## config.mk

```make
export PLATFORM = sky130hd
export DESIGN_NAME = partition_fit_allocator
export DESIGN_NICKNAME = d
export VERILOG_FILES = /design/src/rtl/pfa_pkg.sv /design/src/rtl/pfa_size_mem.sv /design/src/rtl/pfa_fit_unit.sv /design/src/rtl/partition_fit_allocator.sv
export SDC_FILE = /design/constraint.sdc
export NUM_CORES = 1
export LEC_CHECK = 0
export BUFFER_PORTS_ARGS = -buffer_cell sky130_fd_sc_hd__buf_4
export CAP_MARGIN = 20
export CORE_MARGIN = 10
export CORE_UTILIZATION = 45
export DETAILED_ROUTE_END_ITERATION = 10
export SLEW_MARGIN = 40
export SYNTH_ARGS = -nofsm -noshare
export SYNTH_HDL_FRONTEND = slang
export SYNTH_SLANG_ARGS = --single-unit
export TNS_END_PERCENT = 30
```

## constraint.sdc

```tcl
create_clock -name clk -period 5.9 [get_ports clk]
set_input_delay 0.59 -clock clk [delete_from_list [all_inputs] [get_ports clk]]
set_output_delay 0.59 -clock clk [all_outputs]
set_load 0.03 [all_outputs]
```

## src/rtl/pfa_pkg.sv

```systemverilog
// Shared types and codes for the partition fit allocator.
package pfa_pkg;

	// Request codes carried in req_type.
	localparam logic [1:0] REQ_SET   = 2'd0;
	localparam logic [1:0] REQ_PLACE = 2'd1;
	localparam logic [1:0] REQ_FREE  = 2'd2;

	// Placement policy codes held in the fit_policy register.
	localparam logic [1:0] POLICY_FIRST = 2'd0;
	localparam logic [1:0] POLICY_BEST  = 2'd1;
	localparam logic [1:0] POLICY_WORST = 2'd2;

	// Configuration register indexes and port widths.
	localparam int CFG_IDX_W  = 1;
	localparam int CFG_DATA_W = 5;
	localparam logic [CFG_IDX_W-1:0] CFG_FIT_POLICY      = 1'd0;
	localparam logic [CFG_IDX_W-1:0] CFG_PARTITIONS_USED = 1'd1;

	localparam logic [1:0] FIT_POLICY_RESET = POLICY_FIRST;
	localparam logic [4:0] PARTS_RESET      = 5'd16;

	typedef struct packed {
		logic [1:0]  req_type;
		logic [3:0]  slot_index;
		logic [15:0] amount;
	} in_item_t;

	typedef struct packed {
		logic        granted;
		logic [3:0]  chosen_slot;
		logic [15:0] leftover;
	} out_item_t;

endpackage

```

## src/rtl/pfa_size_mem.sv

```systemverilog
// Partition size memory: one write port, one registered read port, reads zero until written.
module pfa_size_mem #(
	parameter int DEPTH  = 16,
	parameter int DATA_W = 16,
	parameter int ADDR_W = 4
) (
	input  logic              clk,
	input  logic              arst_n,
	input  logic              wr_en,
	input  logic [ADDR_W-1:0] wr_addr,
	input  logic [DATA_W-1:0] wr_data,
	input  logic [ADDR_W-1:0] rd_addr,
	output logic [DATA_W-1:0] rd_data
);

	logic [DATA_W-1:0] mem [DEPTH];
	logic [DEPTH-1:0]  written_q;
	logic [DATA_W-1:0] rd_data_s1;
	logic              rd_written_s1;

	always_ff @(posedge clk) begin
		if (wr_en) begin
			mem[wr_addr] <= wr_data;
		end
		rd_data_s1 <= mem[rd_addr];
	end

	// A size that was never set reads as zero, as after reset.
	always_ff @(posedge clk or negedge arst_n) begin
		if (!arst_n) begin
			written_q     <= '0;
			rd_written_s1 <= 1'b0;
		end else begin
			if (wr_en) begin
				written_q[wr_addr] <= 1'b1;
			end
			rd_written_s1 <= written_q[rd_addr];
		end
	end

	assign rd_data = rd_written_s1 ? rd_data_s1 : '0;

endmodule

```

## src/rtl/pfa_fit_unit.sv

```systemverilog
// Shared subtract and compare unit that keeps the running best candidate of a scan.
module pfa_fit_unit #(
	parameter int SIZE_BITS = 16,
	parameter int ADDR_W    = 4
) (
	input  logic                 clk,
	input  logic                 arst_n,
	input  logic                 clear,
	input  logic                 cand_valid,
	input  logic [ADDR_W-1:0]    cand_idx,
	input  logic [SIZE_BITS-1:0] cand_size,
	input  logic                 cand_used,
	input  logic [SIZE_BITS-1:0] need,
	input  logic [1:0]           policy,
	output logic                 found,
	output logic [ADDR_W-1:0]    best_idx,
	output logic [SIZE_BITS-1:0] best_left
);

	logic [SIZE_BITS:0]   diff;
	logic [SIZE_BITS-1:0] rem;
	logic                 fits;
	logic                 better;
	logic                 take;
	logic                 found_q;
	logic [ADDR_W-1:0]    best_idx_q;
	logic [SIZE_BITS-1:0] best_left_q;

	// The borrow of the subtraction tells whether the process fits.
	assign diff = {1'b0, cand_size} - {1'b0, need};
	assign rem  = diff[SIZE_BITS-1:0];
	assign fits = !cand_used && !diff[SIZE_BITS];

	always_comb begin
		case (policy)
			pfa_pkg::POLICY_BEST:  better = rem < best_left_q;
			pfa_pkg::POLICY_WORST: better = rem > best_left_q;
			default:               better = 1'b0;
		endcase
	end

	// Strict compares keep the lowest index on a tie.
	assign take = cand_valid && fits && (!found_q || better);

	always_ff @(posedge clk or negedge arst_n) begin
		if (!arst_n) begin
			found_q <= 1'b0;
		end else if (clear) begin
			found_q <= 1'b0;
		end else if (take) begin
			found_q <= 1'b1;
		end
	end

	always_ff @(posedge clk) begin
		if (take) begin
			best_idx_q  <= cand_idx;
			best_left_q <= rem;
		end
	end

	assign found     = found_q;
	assign best_idx  = best_idx_q;
	assign best_left = best_left_q;

endmodule

```

## src/rtl/partition_fit_allocator.sv

```systemverilog
// A place request scans min(partitions_in_use, NUM_SLOTS) partitions, since one subtract and
// compare unit visits one partition per cycle from the single read port of the size memory;
// set, free and place with no partitions in use go straight to the result state. The block
// takes no new item while a request is at work, but it does accept one while a result waits
// in the output register. Unset partition sizes read as zero and no clearing pass is needed.
module partition_fit_allocator #(
	parameter int NUM_SLOTS = 16,
	parameter int SIZE_BITS = 16
) (
	input  logic                                clk,
	input  logic                                arst_n,
	input  logic                                cfg_we,
	input  logic [pfa_pkg::CFG_IDX_W-1:0]       cfg_index,
	input  logic [pfa_pkg::CFG_DATA_W-1:0]      cfg_data,
	input  logic                                in_valid,
	output logic                                in_ready,
	input  pfa_pkg::in_item_t                   in_item,
	output logic                                out_valid,
	input  logic                                out_ready,
	output pfa_pkg::out_item_t                  out_item
);

	localparam int ADDR_W = (NUM_SLOTS > 1) ? $clog2(NUM_SLOTS) : 1;
	localparam int CNT_W  = ($clog2(NUM_SLOTS + 1) > 5) ? $clog2(NUM_SLOTS + 1) : 5;
	localparam int IDX_W  = (ADDR_W > 4) ? ADDR_W : 4;
	localparam int AMT_W  = (SIZE_BITS > 16) ? SIZE_BITS : 16;

	typedef enum logic [3:0] {
		ST_IDLE   = 4'b0001,
		ST_SCAN   = 4'b0010,
		ST_DRAIN  = 4'b0100,
		ST_RESULT = 4'b1000
	} state_t;

	state_t               state_q;
	logic [1:0]           fit_policy_q;
	logic [4:0]           parts_q;
	logic [NUM_SLOTS-1:0] used_q;
	logic [SIZE_BITS-1:0] amt_q;
	logic                 place_q;
	logic [ADDR_W-1:0]    ptr_q;
	logic [ADDR_W-1:0]    last_q;
	logic                 cand_valid_s1;
	logic [ADDR_W-1:0]    cand_idx_s1;
	logic                 cand_used_s1;
	logic                 out_valid_q;
	pfa_pkg::out_item_t   out_q;

	logic                 accept;
	logic                 out_free;
	logic [AMT_W-1:0]     amt_wide;
	logic [SIZE_BITS-1:0] amt_in;
	logic [CNT_W-1:0]     parts_ext;
	logic [CNT_W-1:0]     count;
	logic [CNT_W-1:0]     count_m1;
	logic [IDX_W-1:0]     set_idx_wide;
	logic                 set_idx_ok;
	logic                 mem_we;
	logic [SIZE_BITS-1:0] cand_size;
	logic                 found;
	logic [ADDR_W-1:0]    best_idx;
	logic [SIZE_BITS-1:0] best_left;
	logic                 grant;
	logic [IDX_W-1:0]     best_idx_wide;
	logic [AMT_W-1:0]     best_left_wide;

	assign accept   = in_valid && in_ready;
	assign in_ready = (state_q == ST_IDLE);
	assign out_free = !out_valid_q || out_ready;

	assign amt_wide = AMT_W'(in_item.amount);
	assign amt_in   = amt_wide[SIZE_BITS-1:0];

	// Search length saturates at the number of partitions built.
	assign parts_ext = CNT_W'(parts_q);
	assign count     = (parts_ext > CNT_W'(NUM_SLOTS)) ? CNT_W'(NUM_SLOTS) : parts_ext;
	assign count_m1  = count - CNT_W'(1);

	// One extra bit keeps the slot count from wrapping to zero in the compare.
	assign set_idx_wide = IDX_W'(in_item.slot_index);
	assign set_idx_ok   = {1'b0, set_idx_wide} < (IDX_W + 1)'(NUM_SLOTS);
	assign mem_we       = accept && (in_item.req_type == pfa_pkg::REQ_SET) && set_idx_ok;

	always_ff @(posedge clk or negedge arst_n) begin
		if (!arst_n) begin
			fit_policy_q <= pfa_pkg::FIT_POLICY_RESET;
			parts_q      <= pfa_pkg::PARTS_RESET;
		end else if (cfg_we) begin
			case (cfg_index)
				pfa_pkg::CFG_FIT_POLICY:      fit_policy_q <= cfg_data[1:0];
				pfa_pkg::CFG_PARTITIONS_USED: parts_q      <= cfg_data[4:0];
				default: ;
			endcase
		end
	end

	always_ff @(posedge clk or negedge arst_n) begin
		if (!arst_n) begin
			state_q       <= ST_IDLE;
			used_q        <= '0;
			place_q       <= 1'b0;
			ptr_q         <= '0;
			last_q        <= '0;
			cand_valid_s1 <= 1'b0;
			out_valid_q   <= 1'b0;
		end else begin
			cand_valid_s1 <= (state_q == ST_SCAN);
			if (state_q == ST_RESULT && out_free) begin
				out_valid_q <= 1'b1;
			end else if (out_ready) begin
				out_valid_q <= 1'b0;
			end
			case (state_q)
				ST_IDLE: begin
					if (accept) begin
						place_q <= (in_item.req_type == pfa_pkg::REQ_PLACE);
						ptr_q   <= '0;
						last_q  <= count_m1[ADDR_W-1:0];
						if (in_item.req_type == pfa_pkg::REQ_FREE) begin
							used_q <= '0;
						end
						if (in_item.req_type == pfa_pkg::REQ_PLACE && count != '0) begin
							state_q <= ST_SCAN;
						end else begin
							state_q <= ST_RESULT;
						end
					end
				end
				ST_SCAN: begin
					ptr_q <= ptr_q + ADDR_W'(1);
					if (ptr_q == last_q) begin
						state_q <= ST_DRAIN;
					end
				end
				ST_DRAIN: begin
					state_q <= ST_RESULT;
				end
				ST_RESULT: begin
					if (out_free) begin
						if (grant) begin
							used_q[best_idx] <= 1'b1;
						end
						state_q <= ST_IDLE;
					end
				end
				default: state_q <= ST_IDLE;
			endcase
		end
	end

	always_ff @(posedge clk) begin
		if (accept) begin
			amt_q <= amt_in;
		end
		cand_idx_s1  <= ptr_q;
		cand_used_s1 <= used_q[ptr_q];
		if (state_q == ST_RESULT && out_free) begin
			out_q.granted     <= grant;
			out_q.chosen_slot <= grant ? best_idx_wide[3:0] : 4'd0;
			out_q.leftover    <= grant ? best_left_wide[15:0] : 16'd0;
		end
	end

	assign grant          = place_q && found;
	assign best_idx_wide  = IDX_W'(best_idx);
	assign best_left_wide = AMT_W'(best_left);

	pfa_size_mem #(
		.DEPTH  (NUM_SLOTS),
		.DATA_W (SIZE_BITS),
		.ADDR_W (ADDR_W)
	) u_size_mem (
		.clk     (clk),
		.arst_n  (arst_n),
		.wr_en   (mem_we),
		.wr_addr (set_idx_wide[ADDR_W-1:0]),
		.wr_data (amt_in),
		.rd_addr (ptr_q),
		.rd_data (cand_size)
	);

	pfa_fit_unit #(
		.SIZE_BITS (SIZE_BITS),
		.ADDR_W    (ADDR_W)
	) u_fit_unit (
		.clk        (clk),
		.arst_n     (arst_n),
		.clear      (accept),
		.cand_valid (cand_valid_s1),
		.cand_idx   (cand_idx_s1),
		.cand_size  (cand_size),
		.cand_used  (cand_used_s1),
		.need       (amt_q),
		.policy     (fit_policy_q),
		.found      (found),
		.best_idx   (best_idx),
		.best_left  (best_left)
	);

	assign out_valid = out_valid_q;
	assign out_item  = out_q;

endmodule

```

==> metrics.json, run 1 <==
{
  "fin_setup_tns": {"value": 0, "unit": "ns"},
  "ctsRootBufferMaster": {"value": "clkbuf_16"},
  "design.final.nets": {"value": 1182},
  "final_layout_size_suffix_gt1_share": {"value": 20.8, "unit": "%"},
  "initialDrtViolationCount": {"value": 522},
  "synthesis.area_per_instance": {"value": 15.5, "unit": "um^2"},
  "postCtsResizedCells": {"value": 0},
  "routed-via-count": {"value": 8834},
  "die_h": {"value": 209, "unit": "um"},
  "synth_seq_area_share": {"value": 70.1, "unit": "%"},
  "grt_pass1_vias": {"value": 9039},
  "cts-root-to-sink-buffers": {"value": 3},
  "grt_setup_unrepaired": {"value": "false"},
  "layout_commonest_cell": {"value": "edfxtp_1"},
  "clk_pin_slew_worst_setup_hold_paths": {"value": 0.06, "unit": "ns"},
  "final_cells": {"value": 1606},
  "grt_max_degree": {"value": 97},
  "clkLatencyLatePin": {"value": 0.53, "unit": "ns"},
  "core-area": {"value": 35300, "unit": "um^2"},
  "number_of_flops_mapped_to_enable_cells_by_yosys": {"value": 313},
  "port_buffers": {"value": 55},
  "critPathArrivalTime": {"value": 4.69, "unit": "ns"},
  "global_route.usage.total": {"value": 15.7, "unit": "%"},
  "outcome": {"value": "completed"},
  "wire_length_of_the_first_global_routing_pass": {"value": 53.8, "unit": "mm"},
  "ys_seq_elements": {"value": 390},
  "initial_utilization": {"value": 45.4, "unit": "%"},
  "clock-sinks": {"value": 390},
  "die_area": {"value": 43500, "unit": "um^2"},
  "delay_heaviest_family_cp": {"value": "compound AO/OA/AOI/OAI gates"},
  "wire_per_inst": {"value": 21.5, "unit": "um"},
  "fillers": {"value": 2886},
  "period_needed": {"value": 4.49, "unit": "ns"},
  "row_count": {"value": 69},
  "report.final.slew_viol_count": {"value": 0},
  "count_of_placed_standard_cells_including_taps": {"value": 1527},
  "power.static_leakage": {"value": 0.00671, "unit": "uW"},
  "max_cap_viol_count": {"value": 0},
  "critPathKind": {"value": "reg -> reg"},
  "drcViolationCount": {"value": 0},
  "dpl_cell_area": {"value": 17100, "unit": "um^2"},
  "crit_end_category": {"value": "flop"},
  "area_delta_synth_final": {"value": 15.5, "unit": "%"},
  "syn-cell-area": {"value": 16000, "unit": "um^2"},
  "critPathBufInv": {"value": 2},
  "crit_slowest_cell": {"value": "dfrtp_1"},
  "synthesis.nets": {"value": 1103},
  "worstMarginPinSlew": {"value": 0.756, "unit": "ns"},
  "postLayoutSetupSlackWorst": {"value": 1.41, "unit": "ns"},
  "yosysUniqueCellTypes": {"value": 58},
  "worstPathCellList": {"value": "nand2_1 -> ha_1 -> inv_1 -> fa_1 -> a211oi_1 -> nor2_1 -> o31ai_1 -> o221a_2 -> nand4b_1 -> nand3_1 -> ha_1 -> nand4_1 -> a2111o_1 -> a31o_2 -> a221oi_2 -> buf_4"},
  "power.ir.vdd_worst": {"value": 0.288, "unit": "mV"},
  "htreeDepth": {"value": 2},
  "busiest_layer": {"value": "met2"},
  "finClkSkew": {"value": 0.0146, "unit": "ns"},
  "timing.slew.headroom": {"value": 49.6, "unit": "%"},
  "ant_nets": {"value": 0},
  "start_kind": {"value": "flop"},
  "globalplace.congestion": {"value": 0.793},
  "cellPowerDensity": {"value": 412, "unit": "nW/um^2"},
  "wirelength": {"value": 34.6, "unit": "mm"},
  "drt-vias-per-instance": {"value": 5.50},
  "placement.setup.worst_slack": {"value": 1.42, "unit": "ns"},
  "final_min_period_over_clock_period": {"value": 76.0, "unit": "%"},
  "antenna_found_initial": {"value": 1},
  "setup_violations": {"value": 0},
  "globalRouteOverflowTotal": {"value": 0},
  "iteration_count_of_the_initial_detailed_routing_pass": {"value": 4},
  "synth_cells": {"value": 1032},
  "synth-main-ff-cell": {"value": "edfxtp_1"},
  "cts_buf_count": {"value": 41},
  "layout.cell_area.non_filler": {"value": 18500, "unit": "um^2"},
  "critical_path.most_common_cell": {"value": "ha_1"},
  "crit_path_max_incr_delay": {"value": 0.50, "unit": "ns"},
  "layout_common_cells": {"value": "edfxtp_1, buf_4, mux2i_1"},
  "die_width": {"value": 209, "unit": "um"},
  "groute.layer.met3.usage": {"value": 3.25, "unit": "%"},
  "met2_demand_to_capacity_share_in_global_routing": {"value": 25.3, "unit": "%"},
  "groute.layer.met1.usage": {"value": 21.1, "unit": "%"},
  "reg2reg_slack": {"value": 1.41, "unit": "ns"},
  "i_o_pins": {"value": 56},
  "ys_async_sr_fraction": {"value": 14.4, "unit": "%"},
  "yosys_synthesis_warning_count": {"value": 0},
  "cts_tree": {"value": "built"},
  "final-hold-violation-count": {"value": 0},
  "crit_required": {"value": 6.10, "unit": "ns"},
  "crit_path_max_fanout": {"value": 20},
  "timing.fmax": {"value": 0.223, "unit": "GHz"},
  "post-dp-hpwl": {"value": 21.1, "unit": "mm"},
  "min-delay-path-class": {"value": "in -> reg"}
}
-- logic make-up (layout without fill, tap and decap cells) --
group,count (synthesis),in the layout,synth area share (%)
AO/OA/AOI/OAI,174,174,6.77
AND/OR/NAND/NOR,213,213,6.95
other,0,1,0
adder cells (fa/ha/maj),38,38,3.02
XOR/XNOR,18,18,0.984
flip-flops,390,390,70.1
multiplexers,114,114,10.1
buffers and inverters,85,197,2.10
-- final timing paths --
| check | startpoint | end | cells past startpoint |
|---|---|---|---|
| worst max-delay path | u_size_mem.rd_written_s1 | u_fit_unit.best_left[1] | 16 |
| worst min-delay path | cfg_data[2] | parts_ext[2] | 2 |
| worst min register to register | cand_idx_s1[3] | u_fit_unit.best_idx[3] | 0 |
| min in group asynchronous | arst_n | used_q[8] | 2 |
| worst max register to register | u_size_mem.rd_written_s1 | u_fit_unit.best_left[1] | 16 |
| max in group asynchronous | arst_n | state_q[0] | 3 |
-- power by group --
group / total, uW / switching (uW) / internal (uW)
combinational: 1570 / 861 / 710
clock: 2640 / 1040 / 1600
sequential: 3410 / 159 / 3250
total: 7620 / 2060 / 5560
-- sequential cells by signal, indices dropped and copies added, names as in the netlist --
| register | flops |
|---|---|
| u_size_mem.mem | 256 |
| out_item | 21 |
| amt_q | 16 |
| u_fit_unit.best_left | 16 |
| u_size_mem.rd_data_s1 | 16 |
| u_size_mem.written_q | 16 |
| used_q | 16 |
| parts_ext | 5 |
| cand_idx_s1 | 4 |
| last_q | 4 |
| ptr_q | 4 |
| state_q | 4 |
| u_fit_unit.best_idx | 4 |
| fit_policy_q | 2 |
| cand_used_s1 | 1 |
| cand_valid_s1 | 1 |
| out_valid | 1 |
| place_q | 1 |
| u_fit_unit.found | 1 |
| u_size_mem.rd_written_s1 | 1 |
-- metrics by stage --
| stage | hold slack [ns] | total power [uW] | utilization [%] |
|---|---|---|---|
| global placement | 0.388 | 5030 | 48.3 |
| floorplan | 0.294 | 4620 | - |
| detailed placement | 0.391 | 5050 | 48.3 |
| finish | 0.293 | 7620 | 52.4 |
| CTS | 0.143 | 7680 | 52.3 |
| global route | 0.282 | 7990 | 52.4 |
-- cell usage after synthesis, drive strengths merged, types with 16 or more instances --
cell type    n  area [um^2]
xnor2       16          140
mux2i       59          591
a21oi       53          265
edfxtp     313         9400
mux2        19          214
mux4        36          811
nand2       55          214
o21ai       49          245
dfxtp       21          420
or2         18          113
and3        21          131
a22oi       18          135
inv         43          161
nor2        53          214
and2        20          125
a221oi      20          175
ha          37          463
dfrtp       54         1350
clkbuf      27          101
-- final cells by class --
cell class	count	area, um^2	share of cell area (%)
Antenna cell	1	2.50	0.0135
Clock buffer	58	1160	6.27
Clock inverter	18	235	1.27
Inverter	45	174	0.941
Multi-Input combinational cell	557	4510	24.4
Sequential cell	390	11200	60.7
Tap cell	461	577	3.12
Timing Repair Buffer	76	598	3.23
-- routing by layer --
| metal | vias up | part of all wire [%] |
|---|---|---|
| met4 | 0 | 2.1 |
| met2 | 235 | 48 |
| met5 | - | 0 |
| met3 | 52 | 5.5 |
| met1 | 4454 | 45 |
| li1 | 4093 | - |
-- what timing repair did --
item                                    4_1_cts  5_1_grt
hold buffers                                  0        1
setup buffers                                 0        0
endpoints found under the setup margin        0        0
hold endpoints to repair                      0       23
(Power assumes the default switching activity.)
==> run 2: changes to the inputs <==
--- a/config.mk
+++ b/config.mk
@@ -5,6 +5,7 @@
 export SDC_FILE = /design/constraint.sdc
 export NUM_CORES = 1
 export LEC_CHECK = 0
+export ABC_AREA = 1
 export BUFFER_PORTS_ARGS = -buffer_cell sky130_fd_sc_hd__buf_4
 export CAP_MARGIN = 20
 export CORE_MARGIN = 10
==> constraint.sdc (replaced) <==
create_clock -name clk -period 3.95 [get_ports clk]
set_input_delay 0.395 -clock clk [delete_from_list [all_inputs] [get_ports clk]]
set_output_delay 0.395 -clock clk [all_outputs]
set_load 0.03 [all_outputs]
==> run 2 against run 1 <==
Net effect:
- critical path depth grew 6
- clock-buffer cell count grew 2
- maximum frequency grew 27%
- total power grew 48%
- area after synthesis grew 0.62%
- core utilization shrank 0.37 points
- sequential power grew 48%
- synthesized cell count grew 33%
- cell count grew 21%
- largest power group unchanged
==> metrics.json, run 2 <==
{
  "final_min_period_over_clock_period": {"value": 89.7, "unit": "%", "change": "+14 points"},
  "final_layout_size_suffix_gt1_share": {"value": 12.2, "unit": "%", "change": "-8.6 points"},
  "iteration_count_of_the_initial_detailed_routing_pass": {"value": 5, "change": "+1"},
  "period_needed": {"value": 3.54, "unit": "ns", "change": "-0.943 ns"},
  "routed-via-count": {"value": 10400, "change": "+17%"},
  "global_route.usage.total": {"value": 17.2, "unit": "%", "change": "+1.5 points"},
  "yosys_synthesis_warning_count": {"value": 0, "change": "unchanged"},
  "ys_async_sr_fraction": {"value": 14.4, "unit": "%", "change": "unchanged"},
  "critical_path.most_common_cell": {"value": "nand2_1"},
  "worstMarginPinSlew": {"value": 0.758, "unit": "ns", "change": "+0.00228 ns"},
  "initial_utilization": {"value": 45.4, "unit": "%", "change": "+0.058 points"},
  "synth_cells": {"value": 1372, "change": "+33%"},
  "cts_tree": {"value": "built"},
  "grt_setup_unrepaired": {"value": "false"},
  "power.static_leakage": {"value": 0.00731, "unit": "uW", "change": "+9.0%"},
  "start_kind": {"value": "flop"},
  "min-delay-path-class": {"value": "in -> reg"},
  "layout_common_cells": {"value": "edfxtp_1, nand2_1, nor2_1"},
  "post-synth-top-area-cell": {"value": "edfxtp_1"},
  "antenna_found_initial": {"value": 0, "change": "-1"},
  "crit_slowest_cell": {"value": "dfrtp_2"},
  "clkLatencyLatePin": {"value": 0.54, "unit": "ns", "change": "about the same"},
  "clk_pin_slew_worst_setup_hold_paths": {"value": 0.06, "unit": "ns", "change": "about the same"},
  "synthesis.area_per_instance": {"value": 11.7, "unit": "um^2", "change": "-24%"},
  "i_o_pins": {"value": 56, "change": "unchanged"},
  "report.final.slew_viol_count": {"value": 0, "change": "unchanged"},
  "cellPowerDensity": {"value": 610, "unit": "nW/um^2", "change": "+48%"},
  "worstPathCellList": {"value": "nand2_1 -> ha_1 -> inv_1 -> fa_1 -> nand3_1 -> nand2_1 -> nand2_1 -> nand2_1 -> a21o_1 -> nand2_1 -> nand2_1 -> nand2_1 -> nand2_1 -> ha_1 -> nand2_1 -> o21ai_0 -> a21oi_1 -> nand2_1 -> nand2_1 -> nand3_1 -> a21oi_2 -> buf_4"},
  "crit_end_category": {"value": "flop"},
  "power.ir.vdd_worst": {"value": 0.522, "unit": "mV", "change": "+81%"},
  "die_width": {"value": 209, "unit": "um", "change": "+0.28%"},
  "ctsRootBufferMaster": {"value": "clkbuf_16"},
  "max_cap_viol_count": {"value": 0, "change": "unchanged"},
  "net-switching-power": {"value": 3520, "unit": "uW", "change": "+71%"},
  "cts-root-to-sink-buffers": {"value": 3, "change": "unchanged"},
  "drt-vias-per-instance": {"value": 5.35, "change": "-2.7%"},
  "area_delta_synth_final": {"value": 14.5, "unit": "%"},
  "sequential_share_of_power": {"value": 44.7, "unit": "%", "change": "about the same"},
  "crit_path_max_fanout": {"value": 16, "change": "-20%"},
  "number_of_flops_mapped_to_enable_cells_by_yosys": {"value": 313, "change": "unchanged"},
  "ant_nets": {"value": 0, "change": "unchanged"},
  "die_h": {"value": 209, "unit": "um", "change": "+0.28%"},
  "antennaDiodeCount": {"value": 0, "change": "-1"},
  "fillers": {"value": 3116, "change": "+8.0%"},
  "wire_per_inst": {"value": 19.6, "unit": "um", "change": "-9.1%"},
  "final-hold-violation-count": {"value": 0, "change": "unchanged"},
  "clock-sinks": {"value": 390, "change": "unchanged"},
  "top_register": {"value": "u_size_mem.mem"},
  "synth-main-ff-cell": {"value": "edfxtp_1"},
  "synth_seq_area_share": {"value": 69.7, "unit": "%", "change": "-0.43 points"},
  "die_area": {"value": 43800, "unit": "um^2", "change": "+0.56%"},
  "fin_setup_tns": {"value": 0, "unit": "ns", "change": "unchanged"},
  "initialDrtViolationCount": {"value": 817, "change": "+57%"},
  "outcome": {"value": "completed"},
  "critPathKind": {"value": "reg -> reg"},
  "crit_path_max_incr_delay": {"value": 0.50, "unit": "ns", "change": "about the same"},
  "largest_register_ffs": {"value": 256, "change": "unchanged"},
  "htreeDepth": {"value": 2, "change": "unchanged"},
  "row_count": {"value": 69, "change": "unchanged"},
  "final_util": {"value": 52.0, "unit": "%", "change": "-0.37 points"},
  "crit_required": {"value": 4.18, "unit": "ns", "change": "-1.92 ns"},
  "share_of_power_burned_in_the_clock_network": {"value": 31.8, "unit": "%", "change": "-2.8 points"},
  "port_buffers": {"value": 55, "change": "unchanged"},
  "wire_length_of_the_first_global_routing_pass": {"value": 59.2, "unit": "mm", "change": "+9.9%"},
  "critPathArrivalTime": {"value": 3.78, "unit": "ns", "change": "-0.91 ns"},
  "synthesis.nets": {"value": 1443, "change": "+31%"},
  "drcViolationCount": {"value": 0, "change": "unchanged"},
  "syn-cell-area": {"value": 16100, "unit": "um^2", "change": "+0.62%"},
  "grt_pass1_vias": {"value": 10200, "change": "+13%"},
  "globalRouteOverflowTotal": {"value": 0, "change": "unchanged"},
  "ys_seq_elements": {"value": 390, "change": "unchanged"},
  "design.final.nets": {"value": 1516, "change": "+28%"},
  "critPathBufInv": {"value": 2, "change": "unchanged"},
  "yosysUniqueCellTypes": {"value": 44, "change": "-24%"},
  "post-dp-hpwl": {"value": 23.4, "unit": "mm", "change": "+11%"},
  "timing.slew.headroom": {"value": 49.4, "unit": "%", "change": "-0.21 points"},
  "yosys.cell_count.top_type": {"value": "edfxtp_1"},
  "post_synth_main_area_contributors": {"value": "edfxtp_1, dfrtp_1, nand2_1"},
  "globalplace.congestion": {"value": 0.816, "change": "+2.8%"},
  "final_cells": {"value": 1938, "change": "+21%"},
  "timing.fmax": {"value": 0.282, "unit": "GHz", "change": "+27%"},
  "ys_top_cells_by_count": {"value": "edfxtp_1, nand2_1, nor2_1"},
  "layout_commonest_cell": {"value": "edfxtp_1"},
  "comb_power_share": {"value": 23.5, "unit": "%", "change": "+2.9 points"},
  "grt_max_degree": {"value": 94, "change": "-3.1%"},
  "setup_violations": {"value": 0, "change": "unchanged"},
  "core-area": {"value": 35500, "unit": "um^2", "change": "+0.49%"},
  "cts_buf_count": {"value": 41, "change": "unchanged"},
  "count_of_placed_standard_cells_including_taps": {"value": 1862, "change": "+22%"},
  "sw_frac_of_total": {"value": 31.3, "unit": "%", "change": "+4.3 points"},
  "delay_heaviest_family_cp": {"value": "simple AND/OR/NAND/NOR gates"},
  "finClkSkew": {"value": 0.0306, "unit": "ns", "change": "+0.0160 ns"},
  "yosysTopAreaCellShare": {"value": 58.3, "unit": "%", "change": "-0.36 points"},
  "cell_internal_pwr": {"value": 7730, "unit": "uW", "change": "+39%"},
  "wirelength": {"value": 37.9, "unit": "mm", "change": "+9.7%"}
}
[run 2: changes by cell type after synthesis, moves of 34 or more]
cell | before | now
a21oi_1 | 53 | 87
nand3_1 | 8 | 62
o21ai_0 | 49 | 121
inv_1 | 43 | 114
mux2i_1 | 59 | 0
mux4_2 | 36 | 0
nor2_1 | 49 | 152
nand2_1 | 54 | 215
[run 2: worst paths after layout]
check	startpoint	end	slack, ns	cells past startpoint
worst max-delay path	u_size_mem.rd_written_s1	u_fit_unit.best_left[12]	0.41	22
worst min-delay path	out_ready	out_valid	0.03	2
worst max register to register	u_size_mem.rd_written_s1	u_fit_unit.best_left[12]	0.41	22
worst min register to register	cand_idx_s1[3]	u_fit_unit.best_idx[3]	0.40	0
max in group asynchronous	arst_n	ptr_q[0]	2.95	2
min in group asynchronous	arst_n	out_valid	0.46	2
[run 2: worst reg2reg max path, delay by kind of cell, from the launching register on]
kind	cells	cell delay, ns
fa+ha+maj	3	0.81
compound gates	4	0.64
buf+inv	2	0.29
flops	1	0.50
simple gates	13	0.97
[run 2: repair_timing]
item / CTS / global route
endpoints found under the hold margin: 54 / 0
endpoints found under the setup margin: 0 / 20
buffers inserted: 0 / 0
resized for setup: 0 / 2
hold buffers: 1 / 0
[run 2: through the flow]
step                      hold WS [ns]  total power [uW]  instance area [um^2]  setup slack, ns
after CTS                       0.0172             11300                 18400            0.259
after global routing            0.0502             11900                 18500           0.0960
final                           0.0323             11300                 18500            0.408
after floorplan                 0.0994              6960                 16100            0.165
after detailed placement         0.389              7760                 17200            0.281
after global placement           0.387              7710                 17200            0.396
[run 2: layout make-up]
cell class | instances | area (um^2) | area share, %
inverters | 118 | 448 | 2.43
clock inverters | 15 | 78.8 | 0.427
multi-input cells | 804 | 4260 | 23.1
well taps | 461 | 577 | 3.13
repair buffers | 90 | 694 | 3.76
clock buffers | 60 | 1170 | 6.34
flip-flops and latches | 390 | 11200 | 60.9
[run 2: cell families (layout without fill, tap and decap cells)]
family,after synthesis,count (layout),synth area share [%]
flip-flops,390,390,69.7
XOR/XNOR,18,18,0.978
AO/OA/AOI/OAI,291,291,10.3
AND/OR/NAND/NOR,457,457,11.8
buffers and inverters,178,283,4.24
adder cells (fa/ha/maj),38,38,3.00
[run 2: routing by layer]
layer / share of wire (%) / vias to the layer above / routed length (um) / GRT usage, %
met2: 48 / 260 / 18300 / 28.3
met5: 0 / - / 0 / 0
li1: - / 4973 / - / -
met4: 2.5 / 0 / 953 / 5.48
met1: 44 / 5075 / 16800 / 22.5
met3: 5.2 / 63 / 1950 / 3.07
[run 2: power by group through the flow]
stage               logic [uW]  clock network, uW  registers, uW
floorplan                 1870                  0           5080
global placement          2600                  0           5110
detailed placement        2640                  0           5110
CTS                       2650               3630           5030
global route              3000               3810           5060
finish                    2640               3570           5030
==> run 3: changes to the inputs <==
--- a/config.mk
+++ b/config.mk
@@ -10,7 +10,10 @@
 export CAP_MARGIN = 20
 export CORE_MARGIN = 10
 export CORE_UTILIZATION = 45
+export CTS_CLUSTER_DIAMETER = 120
 export DETAILED_ROUTE_END_ITERATION = 10
+export MAX_ROUTING_LAYER = met4
+export SKIP_LAST_GASP = 1
 export SLEW_MARGIN = 40
 export SYNTH_ARGS = -nofsm -noshare
 export SYNTH_HDL_FRONTEND = slang
==> run 3 against run 2 <==
Net effect:
- worst hold slack improved by 0.055 ns
- sequential cell count did not move
- sequential share of layout area fell by 0.59 points
- global-route usage rose by 0.83 points
- largest power group unchanged
- maximum frequency fell by 1.2%
- largest cell class unchanged
- die area did not move
==> metrics.json, run 3 (synthesized netlist as in run 2, its figures left out) <==
{
  "outcome": {"value": "completed"},
  "port_buffers": {"value": 55, "change": "unchanged"},
  "ant_nets": {"value": 0, "change": "unchanged"},
  "r2r_start": {"value": "u_size_mem.rd_written_s1"},
  "max_cap_viol_count": {"value": 0, "change": "unchanged"},
  "grt_setup_unrepaired": {"value": "false"},
  "initialDrtViolationCount": {"value": 800, "change": "-2.1%"},
  "globalRouteOverflowTotal": {"value": 0, "change": "unchanged"},
  "final-hold-violation-count": {"value": 0, "change": "unchanged"},
  "die_area": {"value": 43800, "unit": "um^2", "change": "unchanged"},
  "wire_length_of_the_first_global_routing_pass": {"value": 59.8, "unit": "mm", "change": "+1.1%"},
  "groute.layer.met3.usage": {"value": 3.68, "unit": "%", "change": "+0.61 points"},
  "final_cells": {"value": 1941, "change": "+0.15%"},
  "reg2reg_slack": {"value": 0.37, "unit": "ns", "change": "-0.04 ns"},
  "top_register": {"value": "u_size_mem.mem"},
  "start_kind": {"value": "flop"},
  "worstHoldStart": {"value": "cfg_data[2]"},
  "antenna_found_initial": {"value": 0, "change": "unchanged"},
  "power.static_leakage": {"value": 0.00739, "unit": "uW", "change": "+1.1%"},
  "die_h": {"value": 209, "unit": "um", "change": "unchanged"},
  "clk_pin_slew_worst_setup_hold_paths": {"value": 0.06, "unit": "ns", "change": "about the same"},
  "global_route.usage.total": {"value": 18.0, "unit": "%", "change": "+0.83 points"},
  "area_delta_synth_final": {"value": 15.6, "unit": "%"},
  "cellPowerDensity": {"value": 629, "unit": "nW/um^2", "change": "+3.2%"},
  "reg2reg_depth": {"value": 23, "change": "+4.5%"},
  "min-delay-path-class": {"value": "in -> reg"},
  "grt_pass1_vias": {"value": 10200, "change": "-0.28%"},
  "largest_register_ffs": {"value": 256, "change": "unchanged"},
  "met2_demand_to_capacity_share_in_global_routing": {"value": 27.8, "unit": "%", "change": "-0.54 points"},
  "groute.layer.met1.usage": {"value": 23.3, "unit": "%", "change": "+0.76 points"},
  "drcViolationCount": {"value": 0, "change": "unchanged"},
  "wire_per_inst": {"value": 20.0, "unit": "um", "change": "+2.0%"},
  "iteration_count_of_the_initial_detailed_routing_pass": {"value": 5, "change": "unchanged"},
  "cts_tree": {"value": "built"},
  "dpl_cell_area": {"value": 17200, "unit": "um^2", "change": "about the same"},
  "busiest_layer": {"value": "met2"},
  "count_of_placed_standard_cells_including_taps": {"value": 1861, "change": "-0.054%"},
  "layout_common_cells": {"value": "edfxtp_1, nand2_1, nor2_1"},
  "crit_end_category": {"value": "flop"},
  "design.final.nets": {"value": 1517, "change": "+0.066%"},
  "post-dp-hpwl": {"value": 23.3, "unit": "mm", "change": "-0.38%"},
  "layout.cell_area.non_filler": {"value": 18600, "unit": "um^2", "change": "+0.98%"},
  "setup_violations": {"value": 0, "change": "unchanged"},
  "critPathArrivalTime": {"value": 3.83, "unit": "ns", "change": "+0.05 ns"},
  "drt-vias-per-instance": {"value": 5.35, "change": "-0.12%"},
  "timing.slew.headroom": {"value": 42.8, "unit": "%", "change": "-6.6 points"},
  "postLayoutSetupSlackWorst": {"value": 0.366, "unit": "ns", "change": "-0.0422 ns"},
  "cts-root-to-sink-buffers": {"value": 3, "change": "unchanged"},
  "period_needed": {"value": 3.58, "unit": "ns", "change": "+0.0422 ns"},
  "cts_buf_count": {"value": 42, "change": "+2.4%"},
  "placement.setup.worst_slack": {"value": 0.296, "unit": "ns", "change": "+0.0150 ns"},
  "core-area": {"value": 35500, "unit": "um^2", "change": "unchanged"},
  "die_width": {"value": 209, "unit": "um", "change": "unchanged"},
  "i_o_pins": {"value": 56, "change": "unchanged"},
  "layout_commonest_cell": {"value": "edfxtp_1"},
  "antennaDiodeCount": {"value": 0, "change": "unchanged"},
  "power.ir.vdd_worst": {"value": 0.538, "unit": "mV", "change": "+3.1%"},
  "hold_depth": {"value": 3, "change": "+1"},
  "wirelength": {"value": 38.8, "unit": "mm", "change": "+2.2%"},
  "finClkSkew": {"value": 0.0143, "unit": "ns", "change": "-0.0163 ns"},
  "initial_utilization": {"value": 45.4, "unit": "%", "change": "unchanged"},
  "row_count": {"value": 69, "change": "unchanged"},
  "fin_setup_tns": {"value": 0, "unit": "ns", "change": "unchanged"},
  "critPathKind": {"value": "reg -> reg"},
  "crit_required": {"value": 4.20, "unit": "ns", "change": "+0.02 ns"},
  "post_cts.repair.setup_buffers": {"value": 0, "change": "unchanged"},
  "htreeDepth": {"value": 2, "change": "unchanged"},
  "critical_path.startpoint": {"value": "u_size_mem.rd_written_s1"},
  "worst_setup_path_endpoint": {"value": "u_fit_unit.best_left[12]"},
  "clkLatencyLatePin": {"value": 0.56, "unit": "ns", "change": "+0.02 ns"},
  "final_min_period_over_clock_period": {"value": 90.7, "unit": "%", "change": "+1.1 points"},
  "globalplace.congestion": {"value": 0.837, "change": "+2.6%"},
  "timing.fmax": {"value": 0.279, "unit": "GHz", "change": "-1.2%"},
  "final_layout_size_suffix_gt1_share": {"value": 12.6, "unit": "%", "change": "+0.38 points"},
  "crit_path_max_fanout": {"value": 16, "change": "unchanged"},
  "worst_r2r_endpoint": {"value": "u_fit_unit.best_left[12]"},
  "clock-sinks": {"value": 390, "change": "unchanged"},
  "worstMarginPinSlew": {"value": 0.858, "unit": "ns", "change": "+0.0996 ns"},
  "grt_max_degree": {"value": 153, "change": "+63%"},
  "routed-via-count": {"value": 10400, "change": "+0.039%"},
  "report.final.slew_viol_count": {"value": 0, "change": "unchanged"},
  "ctsRootBufferMaster": {"value": "clkbuf_16"}
}
==> run 3: routing by layer <==
metal	vias to the layer above	part of all wire, %
li1	4977	-
met1	5084	45
met2	252	47
met3	62	5.7
met4	0	2.8
met5	-	0
==> run 3: through the flow <==
stage | utilization, % | total power (uW) | hold WS [ns]
2_1_floorplan | - | 6960 | 0.0994
3_3_place_gp | 48.4 | 7730 | 0.386
3_5_place_dp | 48.4 | 7790 | 0.390
4_1_cts | 52.5 | 11800 | 0.0601
5_1_grt | 52.5 | 12400 | 0.0848
6_report | 52.5 | 11700 | 0.0872
==> run 3: worst min-delay path by stage <==
stage / endpoint
6_report: parts_ext[2]
5_1_grt: parts_ext[2]
4_1_cts: parts_ext[2]
3_5_place_dp: u_fit_unit.best_idx[2]
3_3_place_gp: u_fit_unit.best_idx[2]
2_1_floorplan: cand_valid_s1
==> run 3: final cells by class <==
cell class	instances	area (um^2)
multi-input combinational	804	4260
timing repair buffer	90	697
clock inverter	13	166
tap	461	577
inverter	118	448
sequential	390	11200
fill	3119	16800
clock buffer	65	1260
==> run 3: worst max-delay path: stages, from the launching register on <==
cell and delay, ns:
dfrtp_2 0.51, nand2_1 0.10, ha_1 0.14, inv_1 0.06
fa_1 0.41, nand3_1 0.09, nand2_1 0.10, nand2_1 0.08
nand2_1 0.10, a21o_1 0.21, nand2_1 0.08, nand2_1 0.05
nand2_1 0.05, nand2_1 0.06, ha_1 0.27, nand2_1 0.06
nor2_1 0.16, nand2_1 0.09, inv_1 0.05, nand2_1 0.06
nand3_1 0.07, nand3_1 0.09, a21oi_2 0.16, buf_4 0.23
==> run 3: report_power, final <==
group	switching (uW)	total (uW)	internal, uW
clock network	1550	4010	2460
logic	1870	2710	846
registers	159	5000	4840
total	3580	11700	8140
==> run 3: repair_timing <==
| item | 4_1_cts | 5_1_grt |
|---|---|---|
| hold endpoints to repair | 55 | 0 |
| endpoints found under the setup margin | 0 | 12 |
| hold buffers | 2 | 0 |
| gates resized for setup | 0 | 1 |
